**src/hw/rtl/rsa_pkg.sv**
```systemverilog
// ----------------------------------------------------------------------------
// rsa_pkg
// Shared types and constants for the rotation source address block.
// ----------------------------------------------------------------------------
`default_nettype none

package rsa_pkg;

  localparam int MAX_DIM   = 4096;
  localparam int FRAC_BITS = 14;

  // Widths of the configuration and coordinate fields.
  localparam int DIM_W   = $clog2(MAX_DIM) + 1;
  localparam int COORD_W = $clog2(MAX_DIM);
  localparam int TRIG_W  = 16;
  localparam int SRC_W   = 14;
  localparam int ADDR_W  = 24;

  // Internal arithmetic widths.
  localparam int DELTA_W = DIM_W + 2;
  localparam int PROD_W  = DELTA_W + TRIG_W;
  localparam int SUM_W   = PROD_W + 2;
  localparam int DIV_SH  = FRAC_BITS + 1;
  localparam int QUOT_W  = SUM_W - DIV_SH + 1;

  localparam int CFG_IDX_W  = 2;
  localparam int CFG_DATA_W = 16;

  typedef enum logic [CFG_IDX_W-1:0] {
    REG_WIDTH  = 2'd0,
    REG_HEIGHT = 2'd1,
    REG_COS    = 2'd2,
    REG_SIN    = 2'd3
  } cfg_reg_t;

  typedef struct packed {
    logic [DIM_W-1:0]  width;
    logic [DIM_W-1:0]  height;
    logic [TRIG_W-1:0] cos_q14;
    logic [TRIG_W-1:0] sin_q14;
  } cfg_t;

  // Unsaturated source coordinate pair between the rotation and address units.
  typedef struct packed {
    logic [QUOT_W-1:0] sx;
    logic [QUOT_W-1:0] sy;
  } rot_t;

endpackage

`default_nettype wire

```
**src/hw/rtl/rsa_if.sv**
```systemverilog
// ----------------------------------------------------------------------------
// rsa_pix_if / rsa_src_if
// Valid/ready channels for output pixel coordinates and source results.
// ----------------------------------------------------------------------------
`default_nettype none

interface rsa_pix_if
  import rsa_pkg::*;
  ();
  logic               valid;
  logic               ready;
  logic [COORD_W-1:0] out_x;
  logic [COORD_W-1:0] out_y;

  modport source (output valid, output out_x, output out_y, input ready);
  modport sink   (input valid, input out_x, input out_y, output ready);
endinterface

interface rsa_src_if
  import rsa_pkg::*;
  ();
  logic                     valid;
  logic                     ready;
  logic signed [SRC_W-1:0]  src_x;
  logic signed [SRC_W-1:0]  src_y;
  logic                     inside_res;
  logic [ADDR_W-1:0]        src_address;

  modport source (output valid, output src_x, output src_y, output inside_res,
                  output src_address, input ready);
  modport sink   (input valid, input src_x, input src_y, input inside_res,
                  input src_address, output ready);
endinterface

`default_nettype wire

```
**src/hw/rtl/rsa_cfg_regs.sv**
```systemverilog
// ----------------------------------------------------------------------------
// rsa_cfg_regs
// Configuration registers: frame size (the low DIM_W bits of the data,
// clamped to the maximum) and the rotation cosine and sine.
// ----------------------------------------------------------------------------
`default_nettype none

module rsa_cfg_regs
  import rsa_pkg::*;
(
  input  wire logic                  clk,
  input  wire logic                  rst,
  input  wire logic                  cfg_wr_en,
  input  wire logic [CFG_IDX_W-1:0]  cfg_index,
  input  wire logic [CFG_DATA_W-1:0] cfg_data,
  output cfg_t                       cfg
);

  function automatic logic [DIM_W-1:0] clamp_dim(input logic [CFG_DATA_W-1:0] v);
    logic [DIM_W-1:0] d;
    d = v[DIM_W-1:0];
    if (d > DIM_W'(MAX_DIM)) begin
      d = DIM_W'(MAX_DIM);
    end
    return d;
  endfunction

  always_ff @(posedge clk) begin
    if (rst) begin
      cfg.width   <= DIM_W'(MAX_DIM);
      cfg.height  <= DIM_W'(MAX_DIM);
      cfg.cos_q14 <= TRIG_W'(1 << FRAC_BITS);
      cfg.sin_q14 <= '0;
    end else if (cfg_wr_en) begin
      unique case (cfg_reg_t'(cfg_index))
        REG_WIDTH:  cfg.width   <= clamp_dim(cfg_data);
        REG_HEIGHT: cfg.height  <= clamp_dim(cfg_data);
        REG_COS:    cfg.cos_q14 <= cfg_data[TRIG_W-1:0];
        REG_SIN:    cfg.sin_q14 <= cfg_data[TRIG_W-1:0];
        default:    ;
      endcase
    end
  end

  a_width_max: assert property (@(posedge clk) disable iff (rst)
    cfg.width <= DIM_W'(MAX_DIM))
    else $error("frame width above maximum");

  a_height_max: assert property (@(posedge clk) disable iff (rst)
    cfg.height <= DIM_W'(MAX_DIM))
    else $error("frame height above maximum");

endmodule

`default_nettype wire

```
**src/hw/rtl/rsa_rotate.sv**
```systemverilog
// ----------------------------------------------------------------------------
// rsa_rotate
// Four-stage rotation pipeline: centred offsets, four products, the two
// rotated sums, then division by two to the power of FRAC_BITS+1 truncated
// toward zero.
// ----------------------------------------------------------------------------
`default_nettype none

module rsa_rotate
  import rsa_pkg::*;
(
  input  wire logic          clk,
  input  wire logic          rst,
  input  wire cfg_t          cfg,
  rsa_pix_if.sink            pix,
  output logic               rot_valid,
  input  wire logic          rot_ready,
  output rot_t               rot
);

  logic v1, v2, v3, v4;
  logic en1, en2, en3, en4;

  logic signed [DELTA_W-1:0] dx, dy;
  logic signed [PROD_W-1:0]  p_xc, p_ys, p_xs, p_yc;
  logic signed [SUM_W-1:0]   nx, ny;
  logic signed [QUOT_W-1:0]  sx, sy;

  logic signed [TRIG_W-1:0]  cos_s, sin_s;
  logic signed [SUM_W-1:0]   bias_x, bias_y, nx_adj, ny_adj;
  logic signed [SUM_W-1:0]   nx_next, ny_next;

  // A stage moves on when it is empty or the stage after it moves on.
  assign en4 = !v4 || rot_ready;
  assign en3 = !v3 || en4;
  assign en2 = !v2 || en3;
  assign en1 = !v1 || en2;
  assign pix.ready = en1;

  assign cos_s  = $signed(cfg.cos_q14);
  assign sin_s  = $signed(cfg.sin_q14);
  assign bias_x = $signed(SUM_W'(cfg.width) << FRAC_BITS);
  assign bias_y = $signed(SUM_W'(cfg.height) << FRAC_BITS);

  assign nx_next = SUM_W'(p_xc) - SUM_W'(p_ys) + bias_x;
  assign ny_next = SUM_W'(p_xs) + SUM_W'(p_yc) + bias_y;

  // Negative sums are biased up by the divisor less one so that the
  // arithmetic shift truncates toward zero.
  assign nx_adj = nx + (nx[SUM_W-1] ? $signed(SUM_W'((1 << DIV_SH) - 1)) : '0);
  assign ny_adj = ny + (ny[SUM_W-1] ? $signed(SUM_W'((1 << DIV_SH) - 1)) : '0);

  always_ff @(posedge clk) begin
    if (rst) begin
      v1 <= 1'b0;
      v2 <= 1'b0;
      v3 <= 1'b0;
      v4 <= 1'b0;
    end else begin
      if (en1) v1 <= pix.valid;
      if (en2) v2 <= v1;
      if (en3) v3 <= v2;
      if (en4) v4 <= v3;
    end
  end

  always_ff @(posedge clk) begin
    if (en1) begin
      dx <= $signed({2'b00, pix.out_x, 1'b0}) - $signed({2'b00, cfg.width});
      dy <= $signed({2'b00, pix.out_y, 1'b0}) - $signed({2'b00, cfg.height});
    end
    if (en2) begin
      p_xc <= dx * cos_s;
      p_ys <= dy * sin_s;
      p_xs <= dx * sin_s;
      p_yc <= dy * cos_s;
    end
    if (en3) begin
      nx <= nx_next;
      ny <= ny_next;
    end
    if (en4) begin
      sx <= QUOT_W'(nx_adj >>> DIV_SH);
      sy <= QUOT_W'(ny_adj >>> DIV_SH);
    end
  end

  assign rot_valid = v4;
  assign rot.sx    = sx;
  assign rot.sy    = sy;

endmodule

`default_nettype wire

```
**src/hw/rtl/rsa_address.sv**
```systemverilog
// ----------------------------------------------------------------------------
// rsa_address
// Two-stage address unit: frame test, saturation and row product, then the
// linear address in the output register.
// ----------------------------------------------------------------------------
`default_nettype none

module rsa_address
  import rsa_pkg::*;
(
  input  wire logic clk,
  input  wire logic rst,
  input  wire cfg_t cfg,
  input  wire logic rot_valid,
  output logic      rot_ready,
  input  wire rot_t rot,
  rsa_src_if.source src
);

  localparam int ROW_W = COORD_W + DIM_W;

  function automatic logic [SRC_W-1:0] sat_src(input logic signed [QUOT_W-1:0] v);
    logic [SRC_W-1:0] r;
    if (v > $signed(QUOT_W'((1 << (SRC_W - 1)) - 1))) begin
      r = {1'b0, {(SRC_W-1){1'b1}}};
    end else if (v < -$signed(QUOT_W'(1 << (SRC_W - 1)))) begin
      r = {1'b1, {(SRC_W-1){1'b0}}};
    end else begin
      r = v[SRC_W-1:0];
    end
    return r;
  endfunction

  logic v5, v6;
  logic en5, en6;

  logic signed [QUOT_W-1:0] sx, sy;
  logic                     inside5, inside6;
  logic [SRC_W-1:0]         x5, y5, x6, y6;
  logic [ROW_W-1:0]         row_base;
  logic [COORD_W-1:0]       col5;
  logic [ADDR_W-1:0]        addr6;
  logic                     inside_next;

  assign sx = $signed(rot.sx);
  assign sy = $signed(rot.sy);

  assign inside_next = !sx[QUOT_W-1] && (sx < $signed(QUOT_W'(cfg.width)))
                    && !sy[QUOT_W-1] && (sy < $signed(QUOT_W'(cfg.height)));

  assign en6 = !v6 || src.ready;
  assign en5 = !v5 || en6;
  assign rot_ready = en5;

  always_ff @(posedge clk) begin
    if (rst) begin
      v5 <= 1'b0;
      v6 <= 1'b0;
    end else begin
      if (en5) v5 <= rot_valid;
      if (en6) v6 <= v5;
    end
  end

  always_ff @(posedge clk) begin
    if (en5) begin
      inside5  <= inside_next;
      x5       <= sat_src(sx);
      y5       <= sat_src(sy);
      // Only the low bits matter: inside the frame the row is below MAX_DIM.
      row_base <= sy[COORD_W-1:0] * cfg.width;
      col5     <= sx[COORD_W-1:0];
    end
    if (en6) begin
      inside6 <= inside5;
      x6      <= x5;
      y6      <= y5;
      addr6   <= inside5 ? ADDR_W'(row_base + ROW_W'(col5)) : '0;
    end
  end

  assign src.valid       = v6;
  assign src.src_x       = $signed(x6);
  assign src.src_y       = $signed(y6);
  assign src.inside_res  = inside6;
  assign src.src_address = addr6;

  a_outside_zero: assert property (@(posedge clk) disable iff (rst)
    src.valid && !src.inside_res |-> src.src_address == '0)
    else $error("address not zero for a source outside the frame");

  a_inside_nonneg: assert property (@(posedge clk) disable iff (rst)
    src.valid && src.inside_res |-> !src.src_x[SRC_W-1] && !src.src_y[SRC_W-1])
    else $error("negative coordinate flagged inside the frame");

endmodule

`default_nettype wire

```
**src/hw/rtl/rotation_source_address.sv**
```systemverilog
// ----------------------------------------------------------------------------
// rotation_source_address
// Nearest-neighbour inverse rotation of output pixel coordinates.
// ----------------------------------------------------------------------------
// The block maps each output pixel coordinate to the source pixel it samples
// when the frame is rotated about its centre, and reports the source column
// and row (saturated to 14 bits), an inside-frame flag (clear means a black
// pixel) and the linear source address, which is zero outside the frame. It
// takes one item per clock when the output is not stalled. Each item passes
// in order through centred offsets, four 15 by 16 bit products, the rotated
// sums, the truncating shift, the frame test with the row product, and the
// address add in the output register. A stalled output holds the pipeline
// back stage by stage; empty stages still fill. The user must write
// configuration only while no item is in flight; the block does not check it.
// ----------------------------------------------------------------------------
`default_nettype none

module rotation_source_address
  import rsa_pkg::*;
(
  input  wire logic                  clk,
  input  wire logic                  rst,
  input  wire logic                  cfg_wr_en,
  input  wire logic [CFG_IDX_W-1:0]  cfg_index,
  input  wire logic [CFG_DATA_W-1:0] cfg_data,
  rsa_pix_if.sink                    pix,
  rsa_src_if.source                  src
);

  cfg_t cfg;
  rot_t rot;
  logic rot_valid;
  logic rot_ready;

  rsa_cfg_regs u_cfg (
    .clk       (clk),
    .rst       (rst),
    .cfg_wr_en (cfg_wr_en),
    .cfg_index (cfg_index),
    .cfg_data  (cfg_data),
    .cfg       (cfg)
  );

  rsa_rotate u_rotate (
    .clk       (clk),
    .rst       (rst),
    .cfg       (cfg),
    .pix       (pix),
    .rot_valid (rot_valid),
    .rot_ready (rot_ready),
    .rot       (rot)
  );

  rsa_address u_address (
    .clk       (clk),
    .rst       (rst),
    .cfg       (cfg),
    .rot_valid (rot_valid),
    .rot_ready (rot_ready),
    .rot       (rot),
    .src       (src)
  );

endmodule

`default_nettype wire
```
**src/flat_wrapper.sv**
```systemverilog
// flat-port wrapper written by rule: the top's interface ports become plain ports
module rotation_source_address_flat import rsa_pkg::*;
  (clk, rst, cfg_wr_en, cfg_index, cfg_data, pix_valid, pix_out_x, pix_out_y, pix_ready, src_valid, src_src_x, src_src_y, src_inside_res, src_src_address, src_ready);
  rsa_pix_if pix_i ();
  rsa_src_if src_i ();
  input  wire logic clk;
  input  wire logic rst;
  input  wire logic cfg_wr_en;
  input  wire logic [CFG_IDX_W-1:0] cfg_index;
  input  wire logic [CFG_DATA_W-1:0] cfg_data;
  input wire logic [$bits(pix_i.valid)-1:0] pix_valid;
  input wire logic [$bits(pix_i.out_x)-1:0] pix_out_x;
  input wire logic [$bits(pix_i.out_y)-1:0] pix_out_y;
  output wire logic [$bits(pix_i.ready)-1:0] pix_ready;
  output wire logic [$bits(src_i.valid)-1:0] src_valid;
  output wire logic [$bits(src_i.src_x)-1:0] src_src_x;
  output wire logic [$bits(src_i.src_y)-1:0] src_src_y;
  output wire logic [$bits(src_i.inside_res)-1:0] src_inside_res;
  output wire logic [$bits(src_i.src_address)-1:0] src_src_address;
  input wire logic [$bits(src_i.ready)-1:0] src_ready;
  assign pix_i.valid = pix_valid;
  assign pix_i.out_x = pix_out_x;
  assign pix_i.out_y = pix_out_y;
  assign pix_ready = pix_i.ready;
  assign src_valid = src_i.valid;
  assign src_src_x = src_i.src_x;
  assign src_src_y = src_i.src_y;
  assign src_inside_res = src_i.inside_res;
  assign src_src_address = src_i.src_address;
  assign src_i.ready = src_ready;
  rotation_source_address u_core (.clk(clk), .rst(rst), .cfg_wr_en(cfg_wr_en), .cfg_index(cfg_index), .cfg_data(cfg_data), .pix(pix_i), .src(src_i));
endmodule
```
**config.mk**
```make
export PLATFORM = sky130hd
export DESIGN_NAME = rotation_source_address_flat
export DESIGN_NICKNAME = d
export VERILOG_FILES = /design/src/hw/rtl/rsa_pkg.sv /design/src/hw/rtl/rsa_if.sv /design/src/hw/rtl/rsa_cfg_regs.sv /design/src/hw/rtl/rsa_rotate.sv /design/src/hw/rtl/rsa_address.sv /design/src/hw/rtl/rotation_source_address.sv /design/src/flat_wrapper.sv
export SDC_FILE = /design/constraint.sdc
export NUM_CORES = 2
export LEC_CHECK = 0
export ABC_AREA = 1
export BUFFER_PORTS_ARGS = -buffer_cell sky130_fd_sc_hd__buf_2
export CAP_MARGIN = 20
export CORE_ASPECT_RATIO = 0.9
export CORE_UTILIZATION = 35
export DETAILED_ROUTE_END_ITERATION = 10
export GPL_TIMING_DRIVEN = 1
export PLACE_DENSITY = 0.54
export SYNTH_ARGS = -nofsm -noshare
export SYNTH_HDL_FRONTEND = slang
export SYNTH_SLANG_ARGS = --single-unit
```
**constraint.sdc**
```tcl
create_clock -name clk -period 6.44 [get_ports clk]
set_input_delay 0.322 -clock clk [delete_from_list [all_inputs] [get_ports clk]]
set_output_delay 0.322 -clock clk [all_outputs]
set_load 0.005 [all_outputs]
```
# [Yosys cells after proc, flatten, opt, wreduce, memory -nomap -nowiden]
# Index checks and enable logic that the tools add are counted.
[totals] reg_bits=436 inputBits=47 word_cells=80
[op_classes] addsub=9 multipliers=5 magnitude_cmp=7 n_eq_ne=3 n_mux=5 n_reduce_logical=22
[ops] op="14-bit by 16-bit multiplier with 30-bit output" count=4
[ops] op="32-bit by 28-bit adder with 33-bit output" count=2
[ops] op="33-bit by 15-bit adder with 33-bit output" count=2
[ops] op="18-bit by 14-bit > comparator with 1-bit output, second input constant" count=2
[ops] op="18-bit by 14-bit less-than comparator with 1-bit output" count=2
[ops] op="18-bit by 14-bit less-than comparator with 1-bit output, second input constant" count=2
[ops] op="31-bit by 31-bit adder with 32-bit output" count=1
[ops] op="31-bit by 31-bit subtractor with 32-bit output" count=1
[ops] op="15-bit two-way mux" count=2
[ops] op="14-bit two-way mux" count=2
[ops] op="13-bit by 13-bit subtractor with 14-bit output" count=2
[ops] op="24-bit by 12-bit adder with 24-bit output" count=1
[ops] op="12-bit by 13-bit multiplier with 24-bit output" count=1
[ops] op="13-bit > comparator, second input constant" count=1
[ops] op="13-bit two-way mux" count=1
[ops] op="1-bit zero test" count=8
[ops] op="2-bit AND reduction" count=4
[ops] op="1-bit logical OR" count=6
[ops] op="2-bit == test, second input constant" count=2
[ops] op="1-bit logical AND" count=3
[ops] op="2-bit by 1-bit == test with 1-bit output, second input constant" count=1
[ops] op="2-bit zero test" count=1

# [Logic depth before layout (Yosys ltp)]
[logic_depth] depth_word=7 ltp_mapped=27 depth_no_buf=26

# [Hierarchy]
# A second synthesis with hierarchy kept.
[hier_totals] cells_unflattened=8518 hier_area_um2=66842.9
[modules_own_cells] module="rsa_rotate" instances=1 cells_each=6978 area_per_inst_um2=53705.3 seq_area_each_um2=7587.3
[modules_own_cells] module="rsa_address" instances=1 cells_each=1281 area_per_inst_um2=10976.8 seq_area_each_um2=3583.4
[modules_own_cells] module="rsa_cfg_regs" instances=1 cells_each=259 area_per_inst_um2=2160.8 seq_area_each_um2=1161.1

# [Least setup slack after synthesis]
# No wires, ideal clock.
[synth_path] path_type="flip-flop to flip-flop" start="reg u_core.u_address.v6 (netlist: u_core.u_address.src.valid)" end="reg u_core.u_rotate.p_xc[0], enable pin" setup_time_ns=0.474 arrival_time_ns=6.036 required_ns=5.966 path_slack_ns=-0.070 path_stages_with_launch=8 period_less_slack_ns=6.510 cell_sequence="dfxtp_1 > inv_1 > nor2_1 > nand2_1 > nor2_2 > nand2_1 > nor2_1 > inv_1"
[synth_between] elab_chain_cells=6
[synth_rtl] item="from (decl)" line="rsa_address.sv:34" source="logic v5, v6;"
[synth_rtl] item="from (signal assigned)" line="rsa_address.sv:61" source="if (en6) v6 <= v5;"
[synth_rtl] item="1-bit zero test" line="rsa_address.sv:51" source="assign en6 = !v6 || src.ready;"
[synth_rtl] item="1-bit logical OR" line="rsa_address.sv:51"
[synth_rtl] item="1-bit logical OR" line="rsa_address.sv:52" source="assign en5 = !v5 || en6;"
[synth_rtl] item="named net u_core.rot_ready" line="rotation_source_address.sv:33" source="logic rot_ready;"
[synth_rtl] item="1-bit logical OR" line="rsa_rotate.sv:34" source="assign en4 = !v4 || rot_ready;"
[synth_rtl] item="1-bit logical OR" line="rsa_rotate.sv:35" source="assign en3 = !v3 || en4;"
[synth_rtl] item="named net u_core.u_rotate.en3" line="rsa_rotate.sv:22" source="logic en1, en2, en3, en4;"
[synth_rtl] item="1-bit logical OR" line="rsa_rotate.sv:36" source="assign en2 = !v2 || en3;"
[synth_rtl] item="named net u_core.u_rotate.en2" line="rsa_rotate.sv:22"
[synth_rtl] item="to (signal assigned)" line="rsa_rotate.sv:73" source="p_xc <= dx * cos_s;"
[synth_rtl] item="to (decl)" line="rsa_rotate.sv:25" source="logic signed [PROD_W-1:0] p_xc, p_ys, p_xs, p_yc;"
# The timed path passes the listed nets, and every way through them passes these cells.
# A chain may end at the register's enable or synchronous reset.

# [Final worst setup path]
[layout_path] start="reg, netlist name u_core.u_cfg.cfg[14]" end="reg u_core.u_rotate.p_xs[20], data pin"
[layout_between] elab_chain_cells=1
[layout_rtl] item="14-bit by 16-bit multiplier with 30-bit output" line="rsa_rotate.sv:75" source="p_xs <= dx * sin_s;"
[layout_rtl] item="to (signal assigned)" line="rsa_rotate.sv:75"
[layout_rtl] item="to (decl)" line="rsa_rotate.sv:25"
# No other way between the ends.

==> impl_metrics.ini <==
[run_status]
status = finished, final reports clean

[setup_path]
crit_path_end = u_core.u_rotate.p_xs[20]
worstSetupStartpoint = u_core.u_cfg.cfg[14]
r2r-start = u_core.u_cfg.cfg[14]
r2r_cells = 18
ff2ff_setup_slack_ps = 310
critPathCaptureType = flop
cp_num_cells = 18
slowest_stage = dfxtp_1
r2r-end = u_core.u_rotate.p_xs[20]
worstPathArrival_ps = 6590
max_stage_delay_ps = 750
path_max_fanout = 16
worstPathCellList = nand2_1, fa_1, inv_1, fa_1, fa_1, fa_1, fa_1, inv_1, fa_1, inv_1, ha_1, nand2_1, nor2_1, inv_1, nor2_1, nand4_1, nand3_1, xor2_1
path_delay_family = adder cells
cp_num_buf_inv = 4
criticalPathCategory = flop to flop
crit_top_cell = fa_1
crit_path_start_kind = flop
worstPathRequired_ps = 6900

[sta]
hold_viol = 0
min_period_ps = 6130
holdWs_ps = 97.5
setup_viol = 0
max_freq_mhz = 163
final-max-slew-violation-count = 0
rsz0062_at_grt = false
worstMarginPinSlew_ps = 1120
post-route-period-util_pct = 95.1
fin_setup_tns_ps = 0
skew_ps = 53.6
worst_slack_ps = 314
slew-limit-headroom_pct = 25.4

[pwr]
internal_power_mw = 16.1
switchingPower_mw = 20.1
p_comb_share_pct = 73.9
vdd_ir_drop_max_uv = 338
seq_power_share_pct = 17.1
clkPwrFrac_pct = 9.0
p_sw_share_pct = 55.5
p_leak_nw = 41.1
powerDensity_mw_per_mm2 = 498

[route]
dr.pass1.iters = 6
drc = 0
wl_um = 200000
vias = 53127
drtIter0Drc = 3867
ant_nets = 0
wl_per_cell_um = 18.0
viasPerCell = 4.77

[synthesis]
synth_commonest_cells = 2310 x inv_1, 2307 x nand2_1, 1016 x fa_1
synthFlopType = edfxtp_1
synth_compound_area_share_pct = 4.90
synth_warnings = 0
yosysUniqueCellTypes = 48
syn-num-nets = 10105
synth_top_family_by_area = adder cells
syn_area_mm2 = 0.0666
synth_mux_area_share_pct = 0
synth-async-reset-ratio_pct = 0
synth_edf_count = 368
yosys.area.top_type = fa_1
ys_seq_area_share_pct = 18.5
synthCells = 8516
synth_top_area_share_pct = 30.6
synthAdderAreaFrac_pct = 40.5
avgSynthCellArea_um2 = 7.81
synth_simple_gate_area_share_pct = 19.5
ys_top_cells_by_area = fa_1 31%, edfxtp_1 17%, inv_1 13%
synth_seq_cells = 432
synth_xor_area_share_pct = 2.16
yosys.cell_count.top_type = inv_1

[final_layout]
multi_input_area_mm2 = 0.0446
fillers = 19676
area_delta_synth_final_pct = 9.19
fin_cells = 11139
seqCellArea_mm2 = 0.0123
nNetsFinal = 10159
layout-drive-gt1-share_pct = 4.05
final_area_mm2 = 0.0727

[cts]
cts_root_buf = clkbuf_16
tritoncts = built
clock-sinks = 432
cts_buffer_depth = 3
numCtsBuffers = 54
path_clk_slew_ps = 60
cts.htree.levels = 2
clkLatencyLatePin_ps = 680

[global_routing]
grt_max_degree = 69
use_met1_pct = 31.0
grt-ovfl-total = 0
grt-busiest-layer = met2
gr-usage-all-layers_pct = 21.2
grt_first_pass_wirelength_um = 315000
grt_util_met2_pct = 34.3
grt_pass1_vias = 54128
antenna_found_initial = 9
grt_util_met3_pct = 1.99

[place]
dpl.hpwl_um = 166000
gp_congestion = 0.915
io_buffers = 101
post-place-ws_ps = 246
place_inst = 11033
postPlaceCellArea_mm2 = 0.0707

[floorplanning]
ios = 102
rows = 151
die_height_um = 416
fp.dieW_um = 462
die_area_mm2 = 0.192
coreArea_mm2 = 0.189
start_util_pct = 35.3

[worst_hold_path]
worstHoldPathType = input port to flop

[job]
max-cap-violations = 0
[placed cells by master, fill, tap and decap left out, types with 5 or more instances in the layout]
cell and instances:
a31oi_1 11, a21o_1 7, o21ai_0 181, a21oi_1 358, nor3_1 61, ha_1 526
nand4_1 107, edfxtp_1 368, clkbuf_1 8, xor2_1 120, clkinvlp_4 6, nand2_2 6
o21bai_1 34, clkbuf_16 54, nand2_1 2304, buf_2 101, clkinv_2 9, nor2_1 413
dfxtp_1 63, nand3_1 272, buf_12 39, inv_2 5, buf_4 87, xnor2_1 42
o21a_1 11, bufinv_16 9, fa_1 1015, inv_6 5, inv_1 2308, nand3b_1 18
clkinv_1 7, and2_1 12
[metal layers]
| metal | up-vias | share of wire [%] |
|---|---|---|
| met5 | - | 0 |
| met4 | 0 | 1.8 |
| met3 | 176 | 5.1 |
| met2 | 1321 | 45 |
| met1 | 26200 | 48 |
| li1 | 25430 | - |
[power by group through the flow]
stage,Clock [mW],Sequential [mW],Combinational (mW)
6_report,3.26,6.20,26.7
5_1_grt,3.43,6.30,30.6
4_1_cts,3.34,6.21,26.8
3_5_place_dp,0,6.26,26.7
3_3_place_gp,0,6.25,26.6
2_1_floorplan,0,5.56,18.7
[sequential cells by signal, summed over array words and instances, names as in the netlist, 24 cells and up]
name                              flops
u_core.u_rotate.p_yc                 30
u_core.u_cfg.cfg                     58
u_core.u_rotate.nx                   33
u_core.u_rotate.p_ys                 30
u_core.u_address.src.src_address     24
u_core.u_rotate.p_xs                 30
u_core.u_rotate.ny                   33
u_core.u_address.row_base            24
u_core.u_rotate.p_xc                 30
[metrics by stage]
step           util [%]  power [mW]
5_1_grt            38.5        40.3
4_1_cts            38.5        36.4
2_1_floorplan         -        24.3
3_3_place_gp       37.5        32.9
6_report           38.5        36.2
3_5_place_dp       37.5        32.9
[worst min path at each step]
stage / start / end / slack (ps) / cells after the start
6_report: cfg_data[3] / u_core.u_cfg.cfg[3] / 100 / 3
5_1_grt: cfg_data[2] / u_core.u_cfg.cfg[2] / 90 / 3
4_1_cts: cfg_data[3] / u_core.u_cfg.cfg[3] / 50 / 3
3_5_place_dp: u_core.u_address.y5[4] / u_core.u_address.src.src_y[4] / 400 / 0
3_3_place_gp: u_core.u_address.x5[2] / u_core.u_address.src.src_x[2] / 400 / 0
2_1_floorplan: rst / u_core.u_address.v5 / 390 / 1
[kinds of logic (layout without fill, tap and decap cells)]
logic type | count (synthesis) | after routing
buffers and inverters | 2548 | 2646
DFF | 432 | 432
other | 0 | 1
adders and majority gates | 1542 | 1542
xor gates and xnor gates | 163 | 163
AOI/OAI and AO/OA | 614 | 614
and+or+nand+nor | 3217 | 3217
[repair_timing]
item	CTS	global route
resized for setup	0	2
hold endpoints to repair	5	0
setup buffers	0	0
setup endpoints to repair	0	8
hold buffers	3	0
[layout make-up]
type	instances	share of cell area, %
inverter	2315	12.0
tap	2524	4.35
antenna	1	0.00344
multi-input combinational	5536	61.4
timing repair buffer	231	2.72
clock buffer	62	1.90
clock inverter	38	0.670
sequential	432	17.0
[worst min-delay path: cells and delay by family]
| kind | cells | cell delay [ps] |
|---|---|---|
| compound gates | 2 | 210 |
| buf+inv | 1 | 160 |
Power figures use the tool's default switching activity.
